`src/rtl/spq_pkg.sv`:
```
// ----------------------------------------------------------------------------
// spq_pkg
// Sizes, request and status codes, and controller/datapath interface types.
// ----------------------------------------------------------------------------
`timescale 1ns / 1ps

package spq_pkg;

  localparam int DEPTH  = 16;
  localparam int TAG_W  = 32;
  localparam int PRIO_W = 16;
  localparam int CNT_W  = $clog2(DEPTH + 1);

  localparam logic [1:0] REQ_INSERT = 2'd0;
  localparam logic [1:0] REQ_REMOVE = 2'd1;
  localparam logic [1:0] REQ_LOWER  = 2'd2;
  localparam logic [1:0] REQ_REPORT = 2'd3;

  localparam logic [2:0] ST_OK       = 3'd0;
  localparam logic [2:0] ST_EMPTY    = 3'd1;
  localparam logic [2:0] ST_FULL     = 3'd2;
  localparam logic [2:0] ST_NOTFOUND = 3'd3;
  localparam logic [2:0] ST_URGENT   = 3'd4;

  // Commands from the controller to the datapath.
  typedef struct packed {
    logic load_req;
    logic exec;
    logic place;
    logic load_out;
  } spq_cmd_t;

  // Status from the datapath to the controller.
  typedef struct packed {
    logic need_place;
  } spq_sts_t;

endpackage

```
`src/rtl/sorted_priority_queue.sv`:
```
// ----------------------------------------------------------------------------
// sorted_priority_queue
// Bounded priority queue kept sorted by priority, then tag, over DEPTH slots.
// ----------------------------------------------------------------------------
// Channel  Direction  Ports
// in       input      in_valid, in_ready, in_req_type, in_tag, in_priority_req
// out      output     out_valid, out_ready, out_tag, out_head_priority,
//                     out_entry_count, out_status
//
// An accepted beat goes to execute and, for an insert into a queue that is not
// full or an accepted priority change, then to a re-place state; the result
// is then loaded into the output register, and only after that does the
// controller return to idle and accept the next request, since it walks the
// single shift network of the slot array. A stalled output holds the
// next result in the datapath until the register frees. Reset (rst_n,
// synchronous, active low) empties the queue; slot contents are not cleared.
// ----------------------------------------------------------------------------
`timescale 1ns / 1ps

module sorted_priority_queue (
  input  logic                              clk,
  input  logic                              rst_n,
  input  logic                              in_valid,
  output logic                              in_ready,
  input  logic [1:0]                        in_req_type,
  input  logic [spq_pkg::TAG_W-1:0]         in_tag,
  input  logic signed [spq_pkg::PRIO_W-1:0] in_priority_req,
  output logic                              out_valid,
  input  logic                              out_ready,
  output logic [spq_pkg::TAG_W-1:0]         out_tag,
  output logic signed [spq_pkg::PRIO_W-1:0] out_head_priority,
  output logic [spq_pkg::CNT_W-1:0]         out_entry_count,
  output logic [2:0]                        out_status
);
  import spq_pkg::*;

  // The controller only sequences; every decision on queue contents is made
  // in the datapath, which tells the controller whether a re-place is due.
  spq_cmd_t cmd;
  spq_sts_t sts;

  spq_ctrl u_ctrl (
    .clk       (clk),
    .rst_n     (rst_n),
    .in_valid  (in_valid),
    .in_ready  (in_ready),
    .out_valid (out_valid),
    .out_ready (out_ready),
    .sts       (sts),
    .cmd       (cmd)
  );

  spq_datapath u_dp (
    .clk               (clk),
    .rst_n             (rst_n),
    .cmd               (cmd),
    .sts               (sts),
    .in_req_type       (in_req_type),
    .in_tag            (in_tag),
    .in_priority_req   (in_priority_req),
    .out_tag           (out_tag),
    .out_head_priority (out_head_priority),
    .out_entry_count   (out_entry_count),
    .out_status        (out_status)
  );

endmodule

```
`src/rtl/spq_ctrl.sv`:
```
// ----------------------------------------------------------------------------
// spq_ctrl
// Sequencer: accept, execute, optional re-place, then load the result beat.
// ----------------------------------------------------------------------------
`timescale 1ns / 1ps

module spq_ctrl (
  input  logic              clk,
  input  logic              rst_n,
  input  logic              in_valid,
  output logic              in_ready,
  output logic              out_valid,
  input  logic              out_ready,
  input  spq_pkg::spq_sts_t sts,
  output spq_pkg::spq_cmd_t cmd
);
  import spq_pkg::*;

  typedef enum logic [3:0] {
    S_IDLE  = 4'b0001,
    S_EXEC  = 4'b0010,
    S_PLACE = 4'b0100,
    S_DONE  = 4'b1000
  } state_t;

  state_t state_r, state_nxt;
  logic   out_valid_r, out_valid_nxt;
  logic   out_free;

  assign out_free  = !out_valid_r || out_ready;
  assign in_ready  = (state_r == S_IDLE);
  assign out_valid = out_valid_r;

  always_comb begin
    state_nxt     = state_r;
    out_valid_nxt = out_valid_r && !out_ready;
    cmd           = '0;
    case (state_r)
      S_IDLE: begin
        if (in_valid) begin
          cmd.load_req = 1'b1;
          state_nxt    = S_EXEC;
        end
      end
      S_EXEC: begin
        cmd.exec  = 1'b1;
        state_nxt = sts.need_place ? S_PLACE : S_DONE;
      end
      S_PLACE: begin
        cmd.place = 1'b1;
        state_nxt = S_DONE;
      end
      S_DONE: begin
        if (out_free) begin
          cmd.load_out  = 1'b1;
          out_valid_nxt = 1'b1;
          state_nxt     = S_IDLE;
        end
      end
      default: begin
        state_nxt = S_IDLE;
      end
    endcase
  end

  always_ff @(posedge clk) begin
    if (!rst_n) begin
      state_r     <= S_IDLE;
      out_valid_r <= 1'b0;
    end else begin
      state_r     <= state_nxt;
      out_valid_r <= out_valid_nxt;
    end
  end

endmodule

```
`src/rtl/spq_datapath.sv`:
```
// ----------------------------------------------------------------------------
// spq_datapath
// Sorted slot array with parallel compare, shift-out, shift-in and result regs.
// ----------------------------------------------------------------------------
`timescale 1ns / 1ps

module spq_datapath (
  input  logic                             clk,
  input  logic                             rst_n,
  input  spq_pkg::spq_cmd_t                cmd,
  output spq_pkg::spq_sts_t                sts,
  input  logic [1:0]                       in_req_type,
  input  logic [spq_pkg::TAG_W-1:0]        in_tag,
  input  logic signed [spq_pkg::PRIO_W-1:0] in_priority_req,
  output logic [spq_pkg::TAG_W-1:0]        out_tag,
  output logic signed [spq_pkg::PRIO_W-1:0] out_head_priority,
  output logic [spq_pkg::CNT_W-1:0]        out_entry_count,
  output logic [2:0]                       out_status
);
  import spq_pkg::*;

  logic [TAG_W-1:0]         slot_tag_r  [DEPTH];
  logic signed [PRIO_W-1:0] slot_prio_r [DEPTH];
  logic [TAG_W-1:0]         slot_tag_nxt  [DEPTH];
  logic signed [PRIO_W-1:0] slot_prio_nxt [DEPTH];
  logic [CNT_W-1:0]         count_r, count_nxt;

  logic [1:0]               req_type_r;
  logic [TAG_W-1:0]         req_tag_r;
  logic signed [PRIO_W-1:0] req_prio_r;
  logic                     removed_r, removed_nxt;
  logic [TAG_W-1:0]         rem_tag_r, rem_tag_nxt;
  logic [2:0]               status_r, status_nxt;

  logic [TAG_W-1:0]         out_tag_r;
  logic signed [PRIO_W-1:0] out_prio_r;
  logic [CNT_W-1:0]         out_cnt_r;
  logic [2:0]               out_status_r;

  logic [DEPTH-1:0]         live, match, seen, first, ahead, take_mask;
  logic signed [PRIO_W-1:0] found_prio;
  logic                     found, urgent, full, empty, do_take;

  // Per-slot compares against the latched request.
  always_comb begin
    found_prio = '0;
    for (int i = 0; i < DEPTH; i++) begin
      live[i]  = CNT_W'(i) < count_r;
      match[i] = live[i] && (slot_tag_r[i] == req_tag_r);
      ahead[i] = live[i] && ((slot_prio_r[i] < req_prio_r) ||
                 ((slot_prio_r[i] == req_prio_r) && (slot_tag_r[i] < req_tag_r)));
    end
    seen[0]  = match[0];
    first[0] = match[0];
    for (int i = 1; i < DEPTH; i++) begin
      seen[i]  = seen[i-1] | match[i];
      first[i] = match[i] && !seen[i-1];
    end
    for (int i = 0; i < DEPTH; i++) begin
      if (first[i]) found_prio = found_prio | slot_prio_r[i];
    end
  end

  assign found  = seen[DEPTH-1];
  assign urgent = found_prio < req_prio_r;
  assign full   = (count_r == CNT_W'(DEPTH));
  assign empty  = (count_r == '0);

  assign sts.need_place = ((req_type_r == REQ_INSERT) && !full) ||
                          ((req_type_r == REQ_LOWER) && found && !urgent);

  always_comb begin
    status_nxt  = status_r;
    removed_nxt = removed_r;
    rem_tag_nxt = rem_tag_r;
    count_nxt   = count_r;
    do_take     = 1'b0;
    take_mask   = '0;
    for (int i = 0; i < DEPTH; i++) begin
      slot_tag_nxt[i]  = slot_tag_r[i];
      slot_prio_nxt[i] = slot_prio_r[i];
    end

    if (cmd.load_req) begin
      removed_nxt = 1'b0;
    end

    if (cmd.exec) begin
      case (req_type_r)
        REQ_INSERT: begin
          status_nxt = full ? ST_FULL : ST_OK;
        end
        REQ_REMOVE: begin
          if (empty) begin
            status_nxt = ST_EMPTY;
          end else begin
            status_nxt  = ST_OK;
            removed_nxt = 1'b1;
            rem_tag_nxt = slot_tag_r[0];
            do_take     = 1'b1;
            take_mask   = '1;
          end
        end
        REQ_LOWER: begin
          if (!found) begin
            status_nxt = ST_NOTFOUND;
          end else if (urgent) begin
            status_nxt = ST_URGENT;
          end else begin
            status_nxt = ST_OK;
            do_take    = 1'b1;
            take_mask  = seen;
          end
        end
        REQ_REPORT: begin
          status_nxt = empty ? ST_EMPTY : ST_OK;
        end
        default: begin
          status_nxt = ST_OK;
        end
      endcase
    end

    // Take an entry out: every slot from it onward pulls from its neighbor.
    if (do_take) begin
      for (int i = 0; i < DEPTH - 1; i++) begin
        if (take_mask[i]) begin
          slot_tag_nxt[i]  = slot_tag_r[i+1];
          slot_prio_nxt[i] = slot_prio_r[i+1];
        end
      end
      count_nxt = count_r - CNT_W'(1);
    end

    // Place the request entry in front of the first slot that does not precede it.
    if (cmd.place) begin
      if (!ahead[0]) begin
        slot_tag_nxt[0]  = req_tag_r;
        slot_prio_nxt[0] = req_prio_r;
      end
      for (int i = 1; i < DEPTH; i++) begin
        if (!ahead[i]) begin
          if (ahead[i-1]) begin
            slot_tag_nxt[i]  = req_tag_r;
            slot_prio_nxt[i] = req_prio_r;
          end else begin
            slot_tag_nxt[i]  = slot_tag_r[i-1];
            slot_prio_nxt[i] = slot_prio_r[i-1];
          end
        end
      end
      count_nxt = count_r + CNT_W'(1);
    end
  end

  always_ff @(posedge clk) begin
    for (int i = 0; i < DEPTH; i++) begin
      slot_tag_r[i]  <= slot_tag_nxt[i];
      slot_prio_r[i] <= slot_prio_nxt[i];
    end
    if (cmd.load_req) begin
      req_type_r <= in_req_type;
      req_tag_r  <= in_tag;
      req_prio_r <= in_priority_req;
    end
    status_r  <= status_nxt;
    removed_r <= removed_nxt;
    rem_tag_r <= rem_tag_nxt;
    if (cmd.load_out) begin
      out_tag_r    <= removed_r ? rem_tag_r : (empty ? '0 : slot_tag_r[0]);
      out_prio_r   <= empty ? '0 : slot_prio_r[0];
      out_cnt_r    <= count_r;
      out_status_r <= status_r;
    end
  end

  always_ff @(posedge clk) begin
    if (!rst_n) begin
      count_r <= '0;
    end else begin
      count_r <= count_nxt;
    end
  end

  assign out_tag           = out_tag_r;
  assign out_head_priority = out_prio_r;
  assign out_entry_count   = out_cnt_r;
  assign out_status        = out_status_r;

endmodule

```
`config.mk`:
```
export PLATFORM = sky130hd
export DESIGN_NAME = sorted_priority_queue
export DESIGN_NICKNAME = d
export VERILOG_FILES = /design/src/rtl/spq_pkg.sv /design/src/rtl/sorted_priority_queue.sv /design/src/rtl/spq_ctrl.sv /design/src/rtl/spq_datapath.sv
export SDC_FILE = /design/constraint.sdc
export NUM_CORES = 2
export LEC_CHECK = 0
export BUFFER_PORTS_ARGS = -buffer_cell sky130_fd_sc_hd__buf_2
export CAP_MARGIN = 20
export CORE_UTILIZATION = 35
export DETAILED_ROUTE_END_ITERATION = 7
export HOLD_SLACK_MARGIN = 0.05
export SYNTH_ARGS = -nofsm -noshare
export SYNTH_HDL_FRONTEND = slang
export SYNTH_SLANG_ARGS = --single-unit
```
`constraint.sdc`:
```
create_clock -name clk -period 7.95 [get_ports clk]
set_clock_uncertainty 0.05 [all_clocks]
set_input_delay 0.3975 -clock clk [delete_from_list [all_inputs] [get_ports clk]]
set_output_delay 0.3975 -clock clk [all_outputs]
set_load 0.01 [all_outputs]
```
==> impl_metrics.ini <==
[finish]
antenna_cells = 0
mostFrequentLayoutCell = ha_1
nNetsFinal = 7715
final_cells = 9318
area_growth_pct = 14.02
drive_above_1_share = 0.1275
most-common-layout-cells = ha_1 (792), dfxtp_1 (730), mux2i_1 (589)

[global_route]
first_global_vias = 56240
track_usage = 0.2489
antenna_found_initial = 2
grt_pass1_wl_um = 355400
grt_start_max_net_pins = 98
grt_overflow = 0

[hold_path]
hold_depth = 2
worstHoldStart = in_tag[9]
min_path_type = in2reg

[die]
io_pins = 112
start_util = 0.3541
rows = 155
dieArea_sq_mm = 0.1830
core-area_sq_mm = 0.1792
die_x_um = 427.8
die_h_um = 427.8

[placement]
place_inst = 9054
port_buffers = 111
globalplace.congestion = 0.9791
dpl.hpwl_um = 183600

[setup_path]
worstPathRequired_ns = 8.53
crit_path_start_kind = flop
rr_worst_depth = 27
worst_ep_arrival_time_ns = 7.92
startpoint = u_dp.req_tag_r[11]$_DFFE_PP_
endpoint_kind = flop
crit_fanout = 47
path_class = reg2reg
timing.rr.start = u_dp.req_tag_r[11]$_DFFE_PP_

[clock_tree]
cts_inserted_buffers = 107
clock_latency_ns = 0.76
clock-sinks = 920
ctsRootBufferMaster = clkbuf_16
htree_levels = 3
path_clk_slew_ns = 0.06
cts_tree = done
clk_path_buf_depth = 3

[pwr]
powerDensity_mw_per_mm2 = 154.6
ir_drop_v = 0.0001654
p_leak_nw = 29.08

[sta]
tns_ns = 0
tightestPinTransition_ns = 1.186
fin_crit_sh = 0.9228
hold_viol = 0
rsz0062_at_grt = false
fmax_mhz = 136.3
setup_viol = 0
slew_headroom = 0.2092
min_period_ns = 7.336
slew_viol_final = 0

[route]
drt_iter0_drc = 5557
wl_um = 237700
remaining_drc_errors = 0
vias_per_cell = 6.241
vias = 58150
wl_per_cell_um = 25.51
antenna_left = 0
first_pass_iters = 6

[yosys]
ys_ff_latch = 920
synth_flop_cell = dfxtp_1
synth_area_sq_mm = 0.06346
synth_cells = 6791
async_reset_ff_frac = 0
ys_seq_area_frac = 0.3200
syn-num-nets = 7637
synth-edff-count = 189
yosysWarnings = 0
netlist-cell-type-count = 88
syn_area_per_cell_sq_um = 9.345

[job]
drv_cap = 0

[status]
outcome = complete, no violations
-- synth_stat cells, types with 184 or more instances --
cell type | n | share of area
a21o_1 | 184 | 0.022
a21oi_1 | 286 | 0.023
a221o_1 | 298 | 0.047
clkbuf_1 | 350 | 0.021
dfxtp_1 | 731 | 0.23
edfxtp_1 | 189 | 0.089
ha_1 | 792 | 0.16
inv_1 | 212 | 0.013
mux2i_1 | 589 | 0.093
nand2_1 | 363 | 0.021
nand4_1 | 203 | 0.020
nor2_1 | 562 | 0.033
o21ai_0 | 254 | 0.020
-- routing by layer --
layer / global-route usage / wire length (um) / vias to the layer above
met2: 0.3952 / 106800 / 2237
met1: 0.3343 / 104500 / 28720
li1: - / - / 26630
met5: 0 / 13 / -
met3: 0.03307 / 14420 / 558
met4: 0.1137 / 11990 / 2
-- final cells by class --
class	count	area, sq um
clock inverter	59	734.5
multi-input combinational	5184	40860
timing repair buffer	444	3671
tap	2355	2947
clock buffer	144	3039
fill	17700	106800
inverter	212	797.0
sequential	920	20310
-- worst max-delay path: stages (launching register included) --
cell	delay (ns)
edfxtp_1	0.38
inv_1	0.24
buf_4	0.33
ha_1	0.24
nand4_1	0.30
nor4_1	0.71
buf_4	0.23
nand3_1	0.09
and2_1	0.25
and4_1	0.32
and3_1	0.21
and3_1	0.36
buf_4	0.25
a22oi_1	0.23
nand4_1	0.13
ha_1	0.32
a21o_1	0.16
a21o_1	0.17
a21oi_1	0.14
o311ai_0	0.17
buf_4	0.19
nor2_1	0.32
a21o_4	0.27
buf_4	0.17
o21ai_2	0.11
and2_2	0.26
buf_12	0.19
a221o_1	0.37
-- through the flow --
step	worst slack (ns)	instance area (sq um)	hold slack [ns]	power [mW]	utilization
after floorplan	1.488	63460	0.3503	5.491	-
after global placement	0.5782	67880	0.3582	5.847	0.3788
after detailed placement	0.6100	67900	0.3554	5.873	0.3789
after CTS	0.5471	72200	0.2676	11.24	0.4029
after global routing	0.3981	72360	0.2831	11.52	0.4038
final	0.6137	72360	0.3068	11.19	0.4038
-- registers in the layout, indices dropped and copies added (netlist names), 4 cells and up --
register,count
u_dp.out_head_priority,16
u_dp.out_entry_count,5
u_dp.slot_prio_r,256
u_dp.count_r,5
u_dp.req_tag_r,32
u_dp.rem_tag_r,32
u_dp.slot_tag_r,512
u_dp.req_prio_r,16
u_dp.out_tag,32
u_ctrl.state_r,4
-- logic make-up after synthesis --
logic type,count (synthesis),synth area share
AOI/OAI and AO/OA,1969,0.2383
and+or+nand+nor,1739,0.1326
buffers and inverters,687,0.04316
adders and majority gates,792,0.1561
DFF,920,0.3200
muxes,683,0.1096
xor gates and xnor gates,1,0.0001380
-- report_power, final --
| group | total (mW) | leakage, nW | switching (mW) | internal, mW |
|---|---|---|---|---|
| Clock | 5.37 | 1.82 | 2.25 | 3.12 |
| Sequential | 4.92 | 7.63 | 0.101 | 4.82 |
| Combinational | 0.897 | 19.6 | 0.565 | 0.333 |
-- path summary, 6_finish.rpt --
kind	to	slack, ns
worst max-delay path	u_dp.slot_tag_r[2][6]$_DFF_P_	0.61
worst min-delay path	u_dp.req_tag_r[9]$_DFFE_PP_	0.31
worst max register to register	u_dp.slot_tag_r[2][6]$_DFF_P_	0.61
worst min register to register	u_dp.out_status[1]$_DFFE_PP_	0.37
-- repair_timing --
action / 4_1_cts / 5_1_grt
hold buffers: 53 / 0
gates resized for setup: 0 / 0
hold endpoints to repair: 58 / 0
buffers inserted: 0 / 0
Power figures use the tool's default switching activity.
